### config.mk
export PLATFORM = sky130hd
export DESIGN_NAME = tbpx_front
export DESIGN_NICKNAME = d
export VERILOG_FILES = /design/src/sv/tbpx_pkg.sv /design/src/sv/tbpx_front.sv
export SDC_FILE = /design/constraint.sdc
export NUM_CORES = 1
export LEC_CHECK = 0
export ABC_AREA = 1
export BUFFER_PORTS_ARGS = -buffer_cell sky130_fd_sc_hd__clkbuf_2
export CAP_MARGIN = 20
export CELL_PAD_IN_SITES_DETAIL_PLACEMENT = 1
export CELL_PAD_IN_SITES_GLOBAL_PLACEMENT = 1
export CORE_ASPECT_RATIO = 1.4
export CORE_MARGIN = 3
export CORE_UTILIZATION = 35
export DETAILED_ROUTE_END_ITERATION = 7
export GPL_TIMING_DRIVEN = 0
export HOLD_SLACK_MARGIN = 0.02
export PLACE_DENSITY = 0.76
export SLEW_MARGIN = 20
export SYNTH_ARGS = -nofsm -noshare
export SYNTH_HDL_FRONTEND = slang
export SYNTH_SLANG_ARGS = --single-unit
export TNS_END_PERCENT = 1
### constraint.sdc
create_clock -name clk -period 4.81 [get_ports clk]
set_input_delay 0.962 -clock clk [delete_from_list [all_inputs] [get_ports clk]]
set_output_delay 0.962 -clock clk [all_outputs]
set_load 0.01 [all_outputs]
### src/sv/tbpx_pkg.sv
// ---------------------------------------------------------------------------
// tbpx_pkg
// Shared types, constants and MD5 round tables for the body pad XOR block.
// ---------------------------------------------------------------------------
package tbpx_pkg;

  localparam int unsigned MAX_KEY_BYTES    = 32;
  localparam logic [7:0]  UNENCRYPTED_MASK = 8'h01;
  localparam int unsigned PAD_BYTES        = 16;

  // configuration register indexes
  localparam logic [2:0] CFG_KEY0   = 3'd0;
  localparam logic [2:0] CFG_KEY1   = 3'd1;
  localparam logic [2:0] CFG_KEY2   = 3'd2;
  localparam logic [2:0] CFG_KEY3   = 3'd3;
  localparam logic [2:0] CFG_KEYLEN = 3'd4;

  // MD5 initial chaining values
  localparam logic [31:0] IV_A = 32'h67452301;
  localparam logic [31:0] IV_B = 32'hefcdab89;
  localparam logic [31:0] IV_C = 32'h98badcfe;
  localparam logic [31:0] IV_D = 32'h10325476;

  // what the back end must do for a word
  typedef enum logic [1:0] {
    KIND_PASS  = 2'd0,   // no key: pass through
    KIND_FRESH = 2'd1,   // start a new pad chain
    KIND_CHAIN = 2'd2,   // chain next pad from current one
    KIND_USE   = 2'd3    // use the current pad
  } kind_t;

  typedef struct packed {
    logic [31:0] sid;
    logic [7:0]  ver;
    logic [7:0]  seq;
    logic [7:0]  flags;
    logic [7:0]  body;
    logic        last;
    kind_t       kind;
    logic [3:0]  pos;
  } item_t;

  // request from the back end to the hash unit
  typedef struct packed {
    logic        start;
    logic        chained;
    logic [31:0] sid;
    logic [7:0]  ver;
    logic [7:0]  seq;
  } hash_req_t;

  function automatic logic [31:0] md5_k(input logic [5:0] r);
    logic [31:0] k;
    case (r)
      6'd0:  k = 32'hd76aa478; 6'd1:  k = 32'he8c7b756; 6'd2:  k = 32'h242070db;
      6'd3:  k = 32'hc1bdceee; 6'd4:  k = 32'hf57c0faf; 6'd5:  k = 32'h4787c62a;
      6'd6:  k = 32'ha8304613; 6'd7:  k = 32'hfd469501; 6'd8:  k = 32'h698098d8;
      6'd9:  k = 32'h8b44f7af; 6'd10: k = 32'hffff5bb1; 6'd11: k = 32'h895cd7be;
      6'd12: k = 32'h6b901122; 6'd13: k = 32'hfd987193; 6'd14: k = 32'ha679438e;
      6'd15: k = 32'h49b40821; 6'd16: k = 32'hf61e2562; 6'd17: k = 32'hc040b340;
      6'd18: k = 32'h265e5a51; 6'd19: k = 32'he9b6c7aa; 6'd20: k = 32'hd62f105d;
      6'd21: k = 32'h02441453; 6'd22: k = 32'hd8a1e681; 6'd23: k = 32'he7d3fbc8;
      6'd24: k = 32'h21e1cde6; 6'd25: k = 32'hc33707d6; 6'd26: k = 32'hf4d50d87;
      6'd27: k = 32'h455a14ed; 6'd28: k = 32'ha9e3e905; 6'd29: k = 32'hfcefa3f8;
      6'd30: k = 32'h676f02d9; 6'd31: k = 32'h8d2a4c8a; 6'd32: k = 32'hfffa3942;
      6'd33: k = 32'h8771f681; 6'd34: k = 32'h6d9d6122; 6'd35: k = 32'hfde5380c;
      6'd36: k = 32'ha4beea44; 6'd37: k = 32'h4bdecfa9; 6'd38: k = 32'hf6bb4b60;
      6'd39: k = 32'hbebfbc70; 6'd40: k = 32'h289b7ec6; 6'd41: k = 32'heaa127fa;
      6'd42: k = 32'hd4ef3085; 6'd43: k = 32'h04881d05; 6'd44: k = 32'hd9d4d039;
      6'd45: k = 32'he6db99e5; 6'd46: k = 32'h1fa27cf8; 6'd47: k = 32'hc4ac5665;
      6'd48: k = 32'hf4292244; 6'd49: k = 32'h432aff97; 6'd50: k = 32'hab9423a7;
      6'd51: k = 32'hfc93a039; 6'd52: k = 32'h655b59c3; 6'd53: k = 32'h8f0ccc92;
      6'd54: k = 32'hffeff47d; 6'd55: k = 32'h85845dd1; 6'd56: k = 32'h6fa87e4f;
      6'd57: k = 32'hfe2ce6e0; 6'd58: k = 32'ha3014314; 6'd59: k = 32'h4e0811a1;
      6'd60: k = 32'hf7537e82; 6'd61: k = 32'hbd3af235; 6'd62: k = 32'h2ad7d2bb;
      default: k = 32'heb86d391;
    endcase
    return k;
  endfunction

  function automatic logic [4:0] md5_s(input logic [5:0] r);
    logic [4:0] s;
    case ({r[5:4], r[1:0]})
      4'd0:  s = 5'd7;  4'd1:  s = 5'd12; 4'd2:  s = 5'd17; 4'd3:  s = 5'd22;
      4'd4:  s = 5'd5;  4'd5:  s = 5'd9;  4'd6:  s = 5'd14; 4'd7:  s = 5'd20;
      4'd8:  s = 5'd4;  4'd9:  s = 5'd11; 4'd10: s = 5'd16; 4'd11: s = 5'd23;
      4'd12: s = 5'd6;  4'd13: s = 5'd10; 4'd14: s = 5'd15;
      default: s = 5'd21;
    endcase
    return s;
  endfunction

  // message word index for a round
  function automatic logic [3:0] md5_g(input logic [5:0] r);
    logic [3:0] g;
    case (r[5:4])
      2'd0:    g = r[3:0];
      2'd1:    g = 4'(r[3:0] * 4'd5 + 4'd1);
      2'd2:    g = 4'(r[3:0] * 4'd3 + 4'd5);
      default: g = 4'(r[3:0] * 4'd7);
    endcase
    return g;
  endfunction

endpackage

### src/sv/tbpx_front.sv
// ---------------------------------------------------------------------------
// tbpx_front
// Accepts input words, tracks pad position, tags each word and queues it.
// ---------------------------------------------------------------------------
module tbpx_front import tbpx_pkg::*; (
  input  logic        clk,
  input  logic        rst_n,
  input  logic [5:0]  key_len,
  input  logic        in_tvalid,
  output logic        in_tready,
  input  logic [63:0] in_tdata,   // sid[31:0], ver[39:32], seq[47:40], flags[55:48], body[63:56]
  input  logic        in_tuser,   // first of body
  input  logic        in_tlast,
  output logic        q_valid,
  output item_t       q_item,
  input  logic        q_pop
);

  item_t       fifo_r [2];
  logic        wr_ptr_r, rd_ptr_r;
  logic [1:0]  count_r;
  logic [3:0]  pos_r, pos_nxt;
  logic        pad_valid_r, pad_valid_nxt;
  logic        push;
  item_t       item;

  assign in_tready = (count_r != 2'd2);
  assign push      = in_tvalid && in_tready;
  assign q_valid   = (count_r != 2'd0);
  assign q_item    = fifo_r[rd_ptr_r];

  // classify the incoming word against the running pad position
  always_comb begin
    item.sid   = in_tdata[31:0];
    item.ver   = in_tdata[39:32];
    item.seq   = in_tdata[47:40];
    item.flags = in_tdata[55:48];
    item.body  = in_tdata[63:56];
    item.last  = in_tlast;
    item.pos   = pos_r;
    pos_nxt       = pos_r;
    pad_valid_nxt = pad_valid_r;
    if (key_len == 6'd0) begin
      item.kind = KIND_PASS;
    end else begin
      if (in_tuser || !pad_valid_r) begin
        item.kind = KIND_FRESH;
        item.pos  = 4'd0;
      end else if (pos_r == 4'd0) begin
        item.kind = KIND_CHAIN;
      end else begin
        item.kind = KIND_USE;
      end
      if (in_tlast) begin
        pos_nxt       = 4'd0;
        pad_valid_nxt = 1'b0;
      end else begin
        pos_nxt       = item.pos + 4'd1;
        pad_valid_nxt = 1'b1;
      end
    end
  end

  // hold queue pointers and pad tracking
  always_ff @(posedge clk) begin
    if (!rst_n) begin
      wr_ptr_r    <= 1'b0;
      rd_ptr_r    <= 1'b0;
      count_r     <= 2'd0;
      pos_r       <= 4'd0;
      pad_valid_r <= 1'b0;
    end else begin
      if (push) begin
        wr_ptr_r    <= ~wr_ptr_r;
        pos_r       <= pos_nxt;
        pad_valid_r <= pad_valid_nxt;
      end
      if (q_pop) rd_ptr_r <= ~rd_ptr_r;
      count_r <= count_r + {1'b0, push} - {1'b0, q_pop};
    end
  end

  always_ff @(posedge clk) begin
    if (push) fifo_r[wr_ptr_r] <= item;
  end

  a_no_pop_empty: assert property (@(posedge clk) disable iff (!rst_n)
    q_pop |-> q_valid) else $error("pop from empty queue");
  a_count_range: assert property (@(posedge clk) disable iff (!rst_n)
    count_r != 2'd3) else $error("queue count overflow");
  a_pos_reset_on_last: assert property (@(posedge clk) disable iff (!rst_n)
    push && in_tlast && key_len != 6'd0 |=> pos_r == 4'd0 && !pad_valid_r)
    else $error("last did not clear pad");

endmodule

* Word-level counts from Yosys, hierarchy flattened
Memory sizes are Yosys's and may differ from the RTL's. A register that Yosys moved wholly into a read port is not among the register bits.
Cells that the tools add are included.
** Operators by class
- $add $sub $neg :: 3
- Eq/ne operators :: 1
- Muxes and demuxes :: 12
- Bitwise gates (word level) :: 3
- Reductions and logical operators :: 7
** Operators with widths (count)
- $mux 4 :: 4
- $logic_not 6->1 :: 1
- $mux 1 :: 6
- $add 4x1->4 const B :: 1
- $logic_not 4->1 :: 1
- $mux 2 :: 2
- $not 1->1 :: 3
- $add 2x1->2 :: 1
- $ne 2x2->1 const B :: 1
- $reduce_and 2->1 :: 1
- $reduce_bool 2->1 :: 1
- $sub 2x1->2 :: 1
- $logic_and 1x1->1 :: 1
- $logic_not 1->1 :: 1
- $logic_or 1x1->1 :: 1
** Storage, ports and cells
- Register bits after elaboration :: 9
- Bits in writable memories :: 142
- Input bits :: 76
- Output and inout bits :: 73
- Logic and storage cells :: 32
- Memories :: 1
** Memories
- fifo_r :: depth 2, bits a word 71, rd ports 1, clocked after Yosys merged registers in 1, wr ports 1, line tbpx_front.sv:19 : item_t fifo_r [2];

* Longest topological paths before layout
Gate-level depths: netlist of run 1.
- Word-level depth :: 6
- Gate-level depth with buffers :: 11
- Gate-level depth less buffers :: 11

* Worst setup path before layout of run 1
Ideal clock, no wire load.
- Kind :: input to register
- From :: in in_tvalid
- To :: mem fifo_r[1][0] (netlist name) (enable)
- Library setup time :: 0.502 ns
- Arrival time :: 4.024 ns
- Required time :: 4.308 ns
- Setup slack :: 0.284 ns
- Stages on the path :: 2
- Buffers on the path :: 0
- Cell sequence :: nand2_2 -> nor2_1
** On the way
- Cells in the longest elaborated chain, start to end :: 3
** Ends and longest elaborated chain
- from (decl) :: line tbpx_front.sv:9 : input logic in_tvalid,
- $logic_and 1x1->1 :: line tbpx_front.sv:28 : assign push = in_tvalid && in_tready;
- $mux 1 :: line tbpx_front.sv:84 : if (push) fifo_r[wr_ptr_r] <= item;
- $mux 1 (implied by the code) :: line tbpx_front.sv:84
- to (decl) :: line tbpx_front.sv:19
Every way passes these cells.

==> results of run 1 <==
cells in the mapped netlist:
library cell | n | share of area [%]
edfxtp_1 | 142 | 74
mux2_2 | 71 | 14
nor2_1 | 19 | 1.2
inv_1 | 16 | 1.0
nand2_1 | 15 | 0.98
dfxtp_1 | 10 | 3.5
buf_6 | 8 | 1.6
a21oi_1 | 6 | 0.52
nand4_1 | 4 | 0.44
nand3_1 | 3 | 0.26
ha_1 | 2 | 0.44
nand3_2 | 2 | 0.35
o21ai_0 | 2 | 0.17
or2_2 | 2 | 0.22
xnor2_1 | 2 | 0.31
a21boi_4 | 1 | 0.33
nand2_2 | 1 | 0.11
nor2_4 | 1 | 0.20
o21ai_1 | 1 | 0.087
sequential cells by signal, indices dropped and copies added, names as in the netlist, named ones only:
signal	count
rd_ptr_r	1
pad_valid_r	1
wr_ptr_r	1
pos_r	4
fifo_r	142
count_r	2
where the power goes:
| group | internal (mW) | total, mW | switching (mW) |
|---|---|---|---|
| Combinational | 0.201 | 0.432 | 0.231 |
| Clock | 0.728 | 1.27 | 0.540 |
| Sequential | 1.57 | 1.59 | 0.0272 |
stage by stage:
step / total power, mW / worst slack, ns / hold WS, ns
floorplan: 1.86 / 0.284 / 0.440
global placement: 2.02 / -1.43 / 0.454
detailed placement: 2.07 / 2.51 / 0.459
CTS: 3.35 / 2.20 / 0.469
global route: 3.45 / 2.16 / 0.496
finish: 3.29 / 2.25 / 0.466
final cells by class:
| cell class | instances | area (µm²) |
|---|---|---|
| clock buffers | 18 | 429 |
| well taps | 196 | 245 |
| multi-input cells | 132 | 1140 |
| inverters | 16 | 60.1 |
| plain buffers | 8 | 90.1 |
| clock inverters | 14 | 141 |
| fillers | 1623 | 8350 |
| repair buffers | 154 | 891 |
| flip-flops and latches | 152 | 4460 |
how the worst max path moves through the flow:
| stage | start | slack, ns | end |
|---|---|---|---|
| floorplan | in_tvalid | 0.28 | fifo_r[1][0]$_DFFE_PP_ |
| detailed placement | in_tvalid | 2.51 | fifo_r[1][24]$_DFFE_PP_ |
| global placement | in_tvalid | -1.43 | fifo_r[1][10]$_DFFE_PP_ |
| finish | flip-flop | 2.25 | q_item[2] |
| global route | flip-flop | 2.16 | q_item[7] |
| CTS | flip-flop | 2.20 | q_item[45] |
worst min-delay path: cells and delay by family (launching register included):
kind	cells	cell delay (ns)
AOI/OAI and AO/OA	1	0.05
and+or+nand+nor	1	0.06
DFF	1	0.31
layer usage:
metal	vias to the layer above	track usage (%)	share of wire [%]	routed length [µm]
li1	1518	-	-	-
met1	1606	14.0	37	4450
met2	81	26.2	58	7020
met3	5	3.46	4.5	546
met4	0	4.75	0.66	80
met5	-	0	0	0
kinds of logic after synthesis:
| kind of cell | Yosys count | share of synthesized area, % |
|---|---|---|
| adder cells (fa/ha/maj) | 2 | 0.436 |
| multiplexers | 71 | 13.9 |
| flip-flops | 152 | 77.8 |
| AO/OA/AOI/OAI | 10 | 1.11 |
| AND/OR/NAND/NOR | 47 | 3.79 |
| XOR/XNOR | 2 | 0.305 |
| buffers and inverters | 24 | 2.62 |
layout by cell type, fill, tap and decap left out, types with 3 or more instances in the layout:
| cell | count |
|---|---|
| clkbuf_16 | 17 |
| buf_16 | 4 |
| mux2_2 | 71 |
| nor2_4 | 3 |
| clkinv_4 | 3 |
| buf_6 | 8 |
| inv_8 | 3 |
| inv_6 | 3 |
| a21oi_1 | 6 |
| inv_1 | 16 |
| nand2_1 | 15 |
| nand3_1 | 3 |
| nand4_1 | 4 |
| dfxtp_1 | 10 |
| clkbuf_2 | 148 |
| edfxtp_1 | 142 |
| nor2_1 | 17 |
==> flow_summary.toml, run 1 <==
[timing]
rsz0062_at_grt = "false"
setup_viol = 0
finalCritPeriodShare_pct = 53.2
maxSlewHeadroom_pct = 72.3
hold_viol = 0
worstMarginPinSlew_ns = 0.415
fin_setup_tns_ns = 0
period_minus_slack_ns = 2.56
slew_viol_final = 0
skew_ns = 0.0132
fmax_ghz = 0.391

[cells_and_area]
design_area_mm2 = 0.00746
stdcell_count = 690
area_growth_syn_to_layout_pct = 30.0
diodes = 0
drive_above_1_share_pct = 55.3
utilization_pct = 47.2
nNetsFinal = 559

[worst_setup_path]
cp.depth = 4
crit_top_cell = "buf_6"
cpPeakStageDelay_ns = 0.36
crit_arrival_ns = 1.60
crit_family = "buffers and inverters"
rr_worst_depth = 6
crit_buf_inv = 3
path_class = "flip-flop to primary output"
cp-end-kind = "primary output"
r2r_setup_slack_ns = 3.08
cp_cell_sequence = "buf_6 -> buf_6 -> mux2_2 -> clkbuf_2"
crit_fanout = 10
reg2reg_to = "fifo_r[1][22]$_DFFE_PP_"
start_kind = "flip-flop"
cp.required_ns = 3.85
slowest_stage = "mux2_2"
rr_startpoint = "count_r[0]$_SDFF_PN0_"

[placement]
placed_area_mm2 = 0.00689
routabilityCongestion = 0.767
io_buffers = 148
dp_hpwl_um = 8940
placed_cells = 658

[yosys]
yosys_warnings = 0
netlist_area_mm2 = 0.00574
syn_area_per_cell_um2 = 18.6
ys_types = 19
synth_cells = 308
ys_seq_area_share_pct = 77.8
synth_fp_nets = 386
synth-seq-cells = 152

[clock_tree]
path_clk_slew_ns = 0.06
cts_sinks = 152
post_cts_buffers = 0
numCtsBuffers = 17
cts_max_path_buffers = 2
cts_hold_buf = 0
worstSkewPairLatency_ns = 0.41
cts_tree = "built"
htree_levels = 4
cts_resized = 0
cts-root-buf = "clkbuf_16"

[detailed_routing]
post_drt_wl_per_cell_um = 17.5
drt_wl_total_um = 12100
num_vias = 3210
drtIter0Drc = 99
vias_per_cell = 4.65
antenna_left = 0
firstDrtPassIters = 4
drc_errors = 0

[global_routing]
grt_pass1_vias = 3542
antenna_found_initial = 0
grt_pass1_wl_um = 18400
overflow = 0
grt_use_total_pct = 13.6
grt_max_degree = 26

[worst_hold_path]
hold_start = "pad_valid_r$_SDFFE_PN0P_"
hold_end = "pad_valid_r$_SDFFE_PN0P_"
min_path_type = "flip-flop to flip-flop"
hold-path-cell-count = 2

[die]
core_mm2 = 0.0158
start_util_pct = 36.3
rows = 54
die_y_um = 158
ios = 149
die_w_um = 114
dieArea_mm2 = 0.0180

[job]
max_cap_violations = 0

[pwr]
p_leak_nw = 2.86
peakVddDrop_mv = 0.266
p_per_area_mw_per_mm2 = 442

[run_status]
outcome = "complete, no violations"
No activity file was read; power rests on OpenSTA's default activity.
==> run 2, diff against run 1 <==
--- a/config.mk
+++ b/config.mk
@@ -16,7 +16,7 @@
 export DETAILED_ROUTE_END_ITERATION = 7
 export GPL_TIMING_DRIVEN = 0
 export HOLD_SLACK_MARGIN = 0.02
-export PLACE_DENSITY = 0.76
+export PLACE_DENSITY = 0.74
 export SLEW_MARGIN = 20
 export SYNTH_ARGS = -nofsm -noshare
 export SYNTH_HDL_FRONTEND = slang
==> constraint.sdc (replaced) <==
create_clock -name clk -period 2.6 [get_ports clk]
set_input_delay 0.52 -clock clk [delete_from_list [all_inputs] [get_ports clk]]
set_output_delay 0.52 -clock clk [all_outputs]
set_load 0.01 [all_outputs]
==> run 2 against run 1 <==
Effect of this change: combinational power up 86%; via count is 0.78% higher; flip-flop and latch count unchanged; power increased by 85%; utilization grew 0.079 points; die area unchanged; clock power increased by 83%; sequential share of layout area shrank 0.10 points.
==> flow_summary.toml, run 2 (synthesis gave the netlist of run 1 again) <==
[run_status]
outcome = "complete, no violations"

[clock_tree]
cts_tree = "built"
cts-root-buf = "clkbuf_16"
cts_max_path_buffers = 2
numCtsBuffers = 17
cts_resized = 0
path_clk_slew_ns = 0.06
post_cts_buffers = 0
htree_levels = 4
cts_sinks = 152
worstSkewPairLatency_ns = 0.41
cts_hold_buf = 0

[worst_setup_path]
crit_buf_inv = 3
slowest_stage = "mux2_2"
crit_arrival_ns = 1.57
path_class = "flip-flop to primary output"
cp-end-kind = "primary output"
crit_top_cell = "buf_6"
cp_cell_sequence = "buf_6 -> buf_6 -> mux2_2 -> clkbuf_2"
crit_fanout = 10
cpPeakStageDelay_ns = 0.34
start_kind = "flip-flop"
cp.required_ns = 2.08
crit_family = "buffers and inverters"

[job]
max_cap_violations = 0

[global_routing]
grt_max_degree = 22
grt_pass1_vias = 3742
grt_pass1_wl_um = 18700
grt_use_total_pct = 13.7
antenna_found_initial = 0
overflow = 0

[timing]
worst_slack_ns = 0.512
finalCritPeriodShare_pct = 80.3
setup_viol = 0
fmax_ghz = 0.479
worstMarginPinSlew_ns = 0.666
skew_ns = 0.0122
hold_viol = 0
slew_viol_final = 0
period_minus_slack_ns = 2.09
hold_slack_ns = 0.297
maxSlewHeadroom_pct = 55.5
rsz0062_at_grt = "false"

[die]
core_mm2 = 0.0158
die_w_um = 114
rows = 54
dieArea_mm2 = 0.0180
start_util_pct = 36.3
ios = 149
die_y_um = 158

[pwr]
internal_power_mw = 4.61
switching_share_pct = 24.2
p_per_area_mw_per_mm2 = 814
p_seq_share_pct = 48.5
total_power_mw = 6.08
peakVddDrop_mv = 0.358
p_clk_share_pct = 38.4
p_leak_nw = 2.86
p_sw_mw = 1.47
combinationalPowerShare_pct = 13.2

[cells_and_area]
seqCellArea_mm2 = 0.00446
layout_commonest_cell = "clkbuf_2"
top_register = "fifo_r"
drive_above_1_share_pct = 55.3
fillers = 1623
mostFrequentLayoutCells = "clkbuf_2 (148), edfxtp_1 (142), mux2_2 (71), nor2_1 (17), clkbuf_16 (17)"
nNetsFinal = 559
area_growth_syn_to_layout_pct = 30.2
largest_reg_flops = 142
utilization_pct = 47.3
diodes = 0
top_regs = "fifo_r (142), pos_r (4), count_r (2)"
multi_input_area_mm2 = 0.00114

[detailed_routing]
post_drt_wl_per_cell_um = 17.4
antenna_left = 0
drt_wl_total_um = 12000
firstDrtPassIters = 4
drtIter0Drc = 112
drc_errors = 0
num_vias = 3235
vias_per_cell = 4.69

[placement]
io_buffers = 148
dp_hpwl_um = 8740
pre_cts_ws_ns = 0.537
routabilityCongestion = 0.737

[worst_hold_path]
min_path_type = "input port to flip-flop"
[run 2: routing by layer]
| layer | global-route usage [%] | routed length (µm) |
|---|---|---|
| met3 | 3.81 | 595 |
| met1 | 13.9 | 4510 |
| met2 | 26.3 | 6690 |
| met5 | 0 | 0 |
| met4 | 5.09 | 198 |
[run 2: cell type report]
cell class | count | area share (%)
clock buffers | 17 | 5.69
flip-flops and latches | 152 | 59.7
plain buffers | 8 | 1.21
repair buffers | 154 | 12.1
clock inverters | 15 | 1.91
well taps | 196 | 3.28
inverters | 16 | 0.804
multi-input cells | 132 | 15.2
[run 2: final timing paths]
path	depth (start not counted)	endpoint	startpoint	slack, ns
max	4	q_item[35]	flip-flop	0.51
max reg2reg	6	fifo_r[0][43]$_DFFE_PP_	count_r[0]$_SDFF_PN0_	0.67
min reg2reg	2	pad_valid_r$_SDFFE_PN0P_	pad_valid_r$_SDFFE_PN0P_	0.49
min	1	fifo_r[0][34]$_DFFE_PP_	in_tdata[35]	0.30
[run 2: worst register-to-register path: stages (launching register included)]
cell and delay (ns):
dfxtp_1 0.36, inv_1 0.09, nand2_1 0.10, nand2_2 0.12, nor2_4 0.53, buf_16 0.25, buf_16 0.18
[run 2: per-stage QoR]
stage,instance area [µm²],instances,setup TNS [ns]
floorplan,5750,308,-22.49
global placement,6730,652,-112.81
detailed placement,6900,658,0
CTS,7470,690,0
global route,7470,690,0
finish,7470,690,0
[run 2: power groups by stage]
stage	combinational [mW]	sequential, mW	clock [mW]
after global routing	0.880	2.96	2.52
final	0.802	2.95	2.33
after CTS	0.828	2.95	2.41
after detailed placement	0.826	3.00	0
after floorplan	0.436	2.99	0
after global placement	0.727	3.00	0
